===== config.mk =====
export PLATFORM = sky130hd
export DESIGN_NAME = hvd_isqrt
export DESIGN_NICKNAME = d
export VERILOG_FILES = /design/src/rtl/core/hvd_pkg.sv /design/src/rtl/core/hvd_isqrt.sv
export SDC_FILE = /design/constraint.sdc
export NUM_CORES = 2
export LEC_CHECK = 0
export BUFFER_PORTS_ARGS = -buffer_cell sky130_fd_sc_hd__buf_2
export CORE_MARGIN = 2
export CORE_UTILIZATION = 60
export CTS_BUF_LIST = sky130_fd_sc_hd__clkbuf_4 sky130_fd_sc_hd__clkbuf_8 sky130_fd_sc_hd__clkbuf_16
export CTS_CLUSTER_DIAMETER = 200
export DETAILED_ROUTE_END_ITERATION = 7
export PLACE_DENSITY = 0.84
export REMOVE_ABC_BUFFERS = 1
export SYNTH_ARGS = -nofsm -noshare
export SYNTH_HDL_FRONTEND = slang
export SYNTH_MEMORY_MAX_BITS = 65536
export SYNTH_SLANG_ARGS = --single-unit
export TNS_END_PERCENT = 100

===== constraint.sdc =====
create_clock -name clk -period 4.5 [get_ports clk]
set_input_delay 0.45 -clock clk [delete_from_list [all_inputs] [get_ports clk]]
set_output_delay 0.45 -clock clk [all_outputs]
set_load 0.02 [all_outputs]

===== src/rtl/core/hvd_pkg.sv =====
// hvd_pkg: shared constants, types and the arctangent table for the
// haversine distance pipeline. No dependencies.
`default_nettype none
package hvd_pkg;

  localparam int COORD_W_DEF = 32;
  localparam int QBITS       = 30;
  localparam int ANG_W       = 34;      // signed angle / CORDIC datapath
  localparam int MAG_W       = 31;      // coordinate magnitude after wrap
  localparam int RADP_W      = 63;      // magnitude x RAD_K
  localparam int ANGU_W      = 31;      // final central angle, unsigned
  localparam int DIST_W      = 25;
  localparam int NLANE       = 4;

  localparam int LANE_DLAT = 0;
  localparam int LANE_DLON = 1;
  localparam int LANE_HLAT = 2;
  localparam int LANE_TLAT = 3;

  typedef logic signed [ANG_W-1:0] ang_t;

  typedef struct packed {
    ang_t x;
    ang_t y;
    ang_t z;
  } cordic_t;

  localparam logic [31:0] RAD_K     = 32'd4024455254;
  localparam logic [31:0] HALF_PI_Q = 32'd1686629713;
  localparam logic [31:0] PI_Q      = 32'd3373259426;
  localparam ang_t CORDIC_GAIN_Q    = 34'sd652032874;
  localparam ang_t UNITS_TURN       = 34'sd3600000000;
  localparam ang_t UNITS_HALF_TURN  = 34'sd1800000000;
  localparam logic [QBITS:0] ONE_Q  = {1'b1, {QBITS{1'b0}}};
  localparam logic [23:0] DIAMETER_M = 24'd12742000;
  localparam logic [DIST_W-1:0] DIST_MAX = 25'd20016000;

  localparam int CORDIC_STEPS = 30;
  localparam int ROOT_STEPS   = 32;

  localparam int FRONT_STAGES = 7;
  localparam int ROT_STAGES   = CORDIC_STEPS + 1;
  localparam int MIX_STAGES   = 8;
  localparam int BACK_STAGES  = 3;
  localparam int LATENCY = FRONT_STAGES + ROT_STAGES + MIX_STAGES + ROOT_STEPS
                           + CORDIC_STEPS + BACK_STAGES;

  // atan(2^-i) in Q30, truncated
  function automatic ang_t atan_q(input int i);
    ang_t r;
    case (i)
      0:  r = 34'sh03243F6A8;
      1:  r = 34'sh01DAC6705;
      2:  r = 34'sh00FADBAFC;
      3:  r = 34'sh007F56EA6;
      4:  r = 34'sh003FEAB76;
      5:  r = 34'sh001FFD55B;
      6:  r = 34'sh000FFFAAA;
      7:  r = 34'sh0007FFF55;
      8:  r = 34'sh0003FFFEA;
      9:  r = 34'sh0001FFFFD;
      10: r = 34'sh0000FFFFF;
      11: r = 34'sh00007FFFF;
      12: r = 34'sh00003FFFF;
      13: r = 34'sh00001FFFF;
      14: r = 34'sh00000FFFF;
      15: r = 34'sh000007FFF;
      16: r = 34'sh000003FFF;
      17: r = 34'sh000001FFF;
      18: r = 34'sh000000FFF;
      19: r = 34'sh0000007FF;
      20: r = 34'sh0000003FF;
      21: r = 34'sh0000001FF;
      22: r = 34'sh0000000FF;
      23: r = 34'sh00000007F;
      24: r = 34'sh00000003F;
      25: r = 34'sh00000001F;
      26: r = 34'sh00000000F;
      27: r = 34'sh000000008;
      28: r = 34'sh000000004;
      29: r = 34'sh000000002;
      default: r = '0;
    endcase
    return r;
  endfunction

endpackage
`default_nettype wire


===== src/rtl/core/hvd_isqrt.sv =====
// hvd_isqrt: bitwise integer square root of (v << 30), one result bit per
// register stage, rounding down. Depends on hvd_pkg.
`default_nettype none
module hvd_isqrt (
  input  logic                    clk,
  input  logic                    rst,
  input  logic                    in_valid,
  input  logic [hvd_pkg::QBITS:0] val,
  output logic                    out_valid,
  output logic [31:0]             root
);

  localparam int S = hvd_pkg::ROOT_STEPS;

  typedef struct packed {
    logic [63:0] rem;
    logic [63:0] res;
  } root_t;

  root_t st  [1:S];
  logic  vld [1:S];
  root_t init;

  function automatic root_t root_step(input root_t c, input int i);
    root_t       r;
    logic [63:0] bitv;
    logic [63:0] trial;
    bitv  = 64'd1 << (62 - 2 * i);
    trial = c.res + bitv;
    if (c.rem >= trial) begin
      r.rem = c.rem - trial;
      r.res = (c.res >> 1) + bitv;
    end else begin
      r.rem = c.rem;
      r.res = c.res >> 1;
    end
    return r;
  endfunction

  always_comb begin
    init.rem = 64'(val) << hvd_pkg::QBITS;
    init.res = '0;
  end

  always_ff @(posedge clk) begin
    st[1] <= root_step(init, 0);
    for (int i = 1; i < S; i++) st[i+1] <= root_step(st[i], i);
  end

  assign root = st[S].res[31:0];

  always_ff @(posedge clk) begin
    if (rst) begin
      for (int i = 1; i <= S; i++) vld[i] <= 1'b0;
    end else begin
      vld[1] <= in_valid;
      for (int i = 1; i < S; i++) vld[i+1] <= vld[i];
    end
  end

  assign out_valid = vld[S];

endmodule
`default_nettype wire


==> run_results.csv <==
group,metric,value,unit
worst_hold_path,min_to,"vld[1][1]",
floorplan,die_height,360,um
power_and_ir_drop,ir_worst_vdd,493,uV
global_route,grt_pass1_vias,57300,
floorplan,fp-row-count,130,
finish,fill_cells,9446,
power_and_ir_drop,p_leak,39.2,nW
detailed_routing,routed_via_density,5.84,
timing,skew,36.0,ps
synthesis,avgSynthCellArea,9.29,sq um
synthesis,syn_area,76100,sq um
finish,syn_to_final_growth,11.1,%
critical_path,startpoint_type,"flip-flop",
finish,fin_cells,10100,
critical_path,r2r_cells,9,
synthesis,synth_fa_ha_area_share,8.49,%
detailed_routing,routed_wirelength,192,mm
timing,period_needed,4070,ps
synthesis,yosys-mux-area-fraction,0.958,%
critical_path,r2r-end,"st[0][2941]",
floorplan,initial_core_util,60.5,%
detailed_routing,vias,59000,
critical_path,end_kind,"flip-flop",
synthesis,yosys_register_bits,1773,
detailed_routing,firstDrtPassIters,7,
cts,clock_latency,820,ps
timing,slew_headroom,11.8,%
cts,clock_path_buffers,3,
critical_path,r2r_slack,430,ps
worst_hold_path,hold_path.startpoint,"rst",
timing,drv_slew,0,
cts,clkSinkCount,1773,
synthesis,yosys_warnings,0,
run,cap_violations,0,
detailed_routing,drc,0,
finish,seq_area,35500,sq um
finish,final_common_cell,"dfxtp_1",
place,hpwl,144,mm
synthesis,synth_cell_types,84,
timing,fmax,0.246,GHz
finish,layout_common_cells,"dfxtp_1 (1,773), nand2_1 (684), inv_1 (642)",
synthesis,synth_ff_type,"dfxtp_1",
synthesis,yosysSeqAreaShare,46.6,%
critical_path,cp.arrival,4780,ps
detailed_routing,ant_nets,0,
cts,cts-htree-levels,4,
timing,holdWs,102,ps
worst_hold_path,hold_depth,2,
synthesis,synth_compound_area_share,13.7,%
synthesis,synth_enable_flop_cells,0,
power_and_ir_drop,totalPowerFinal,48.4,mW
critical_path,path_class,"reg -> reg",
global_route,antenna_found_initial,10,
synthesis,synth_xor_area_share,9.53,%
place,place_inst,9754,
cts,cts_resized,0,
timing,rsz0062_at_grt,"false",
cts,clockRootBuffer,"clkbuf_16",
critical_path,r2r-start,"st[0][2713]",
timing,finalCritPeriodShare,90.3,%
critical_path,required,5220,ps
place,gp_congestion,0.955,
place,placed_area,78000,sq um
critical_path,slowest_delay,850,ps
critical_path,path_max_fanout,7,
critical_path,slowest_stage,"a2111oi_0",
finish,layout-drive-gt1-share,6.52,%
floorplan,die_width,360,um
synthesis,synth_top_family_by_area,"simple AND/OR/NAND/NOR gates",
timing,setup_viol,0,
cts,cts_buffers,172,
cts,path_clk_slew,60,ps
global_route,grt_overflow,0,
synthesis,syn_inst,8193,
floorplan,dieArea,130000,sq um
run_status,status,"finished, final reports clean",
detailed_routing,wl_per_cell,19.0,um
finish,multi_input_area,37300,sq um
global_route,grt_use_total,29.0,%
synthesis,synthArstFlopShare,0,%
global_route,grt_first_pass_wirelength,305,mm
place,port_buffers,65,
timing,finalHoldViolations,0,
synthesis,yosys.area_share.simple,16.3,%
global_route,grt_max_degree,57,
floorplan,ioPinCount,67,
finish,final_cell_area,84600,sq um
cts,cts_tree,"yes",
worst_hold_path,min_path_type,"in -> reg",
timing,worst_pin_slew,1310,ps
detailed_routing,drt-initial-drc-count,5171,
critical_path,path_cells,"inv_1 -> ha_1 -> or4_1 -> o211ai_1 -> o221ai_1 -> a2111oi_0 -> nand3_1 -> nor4_1 -> xor2_1",
finish,fin_nets,8852,
power_and_ir_drop,cellPowerDensity,572,nW/um^2
floorplan,core_area,126000,sq um
layout make-up:
class                      instances  area share [%]
multi-input combinational       5573            44.1
sequential                      1773            42.0
clock buffer                     215            5.67
inverter                         645            2.86
tap                             1650            2.44
clock inverter                    95            1.69
timing repair buffer             145            1.23
antenna                            1         0.00296
state kept, by name, indices dropped and copies added, names as in the netlist:
| signal | count |
|---|---|
| st | 1741 |
| vld | 32 |
worst max path at each step:
stage	from	slack (ps)	cells after the start	end
after floorplan	st[0][3279]	-1350	12	st[0][3437]
after global placement	st[0][3279]	580	13	st[0][3438]
after detailed placement	st[0][3279]	510	13	st[0][3438]
after CTS	st[0][3279]	510	13	st[0][3438]
after global routing	st[0][3783]	50	12	st[0][3942]
final	st[0][2713]	430	9	st[0][2941]
critical path: cells and delay by family, from the launching register on:
family | cells | cell delay, ps
AO/OA/AOI/OAI | 3 | 1760
XOR/XNOR | 1 | 170
adder cells (fa/ha/maj) | 1 | 230
buffers and inverters | 1 | 90
flip-flops | 1 | 430
AND/OR/NAND/NOR | 3 | 1290
metrics by stage:
stage / worst slack (ps) / util, % / TNS (ps)
final: 434 / 67.3 / 0
after floorplan: -1350 / - / -136840
after detailed placement: 507 / 62.1 / 0
after global placement: 583 / 62.1 / 0
after global routing: 51.2 / 67.3 / 0
after CTS: 506 / 67.3 / 0
cell usage after synthesis (15+ instances only):
library cell  number  area (sq um)
a21boi_0          21           158
nor3b_1           24           180
nor2_1           514          1930
o21a_1            85           638
xnor2_1          384          3360
clkbuf_1         139           522
nor4b_1           25           219
mux2_2            55           619
a21o_1           185          1390
nor3_1           256          1280
and2_1            29           181
nor2b_1           91           569
a21oi_1          451          2260
nor4_1           201          1260
a211o_1           21           184
nand3b_1          23           173
or2_2             31           194
and3_1            37           231
nand2b_1         104           651
nand4b_1          16           140
buf_2             18          90.1
dfxtp_1         1773         35500
a31oi_1           42           263
o41ai_1           15           131
nand4_1           95           594
nand2_1          684          2570
a211oi_1          56           420
a2111oi_0         23           201
buf_4             37           278
o211ai_1          31           233
or4_1             69           518
o21ai_0          516          2580
inv_1            642          2410
xor2_1           444          3890
or3_1            111           694
nand3_1          152           761
o31ai_1           55           413
ha_1             494          6180
o21bai_1          53           398
report_power, final:
part / internal [mW] / switching, mW / total (mW)
Sequential: 19.3 / 3.74 / 23.1
Combinational: 4.30 / 5.42 / 9.72
Clock: 9.16 / 6.42 / 15.6
Total: 32.8 / 15.6 / 48.4
logic make-up after synthesis:
family,count (synthesis)
buf+inv,849
simple gates,2486
other cells,1
fa+ha+maj,508
mux,65
compound gates,1683
xor+xnor,828
flops,1773
metal layers:
metal | GRT usage (%) | wire [um] | up-vias
met5 | 0 | 12 | -
met4 | 8.22 | 4700 | 2
met3 | 4.51 | 12700 | 368
met2 | 47.3 | 88600 | 1960
met1 | 39.7 | 86300 | 28000
li1 | - | - | 28600
repair_timing:
| action | 4_1_cts | 5_1_grt |
|---|---|---|
| endpoints found under the hold margin | 32 | 0 |
| setup buffers | 0 | 0 |
| hold buffers | 32 | 0 |
Note: power is estimated with default switching activity, not from simulation.
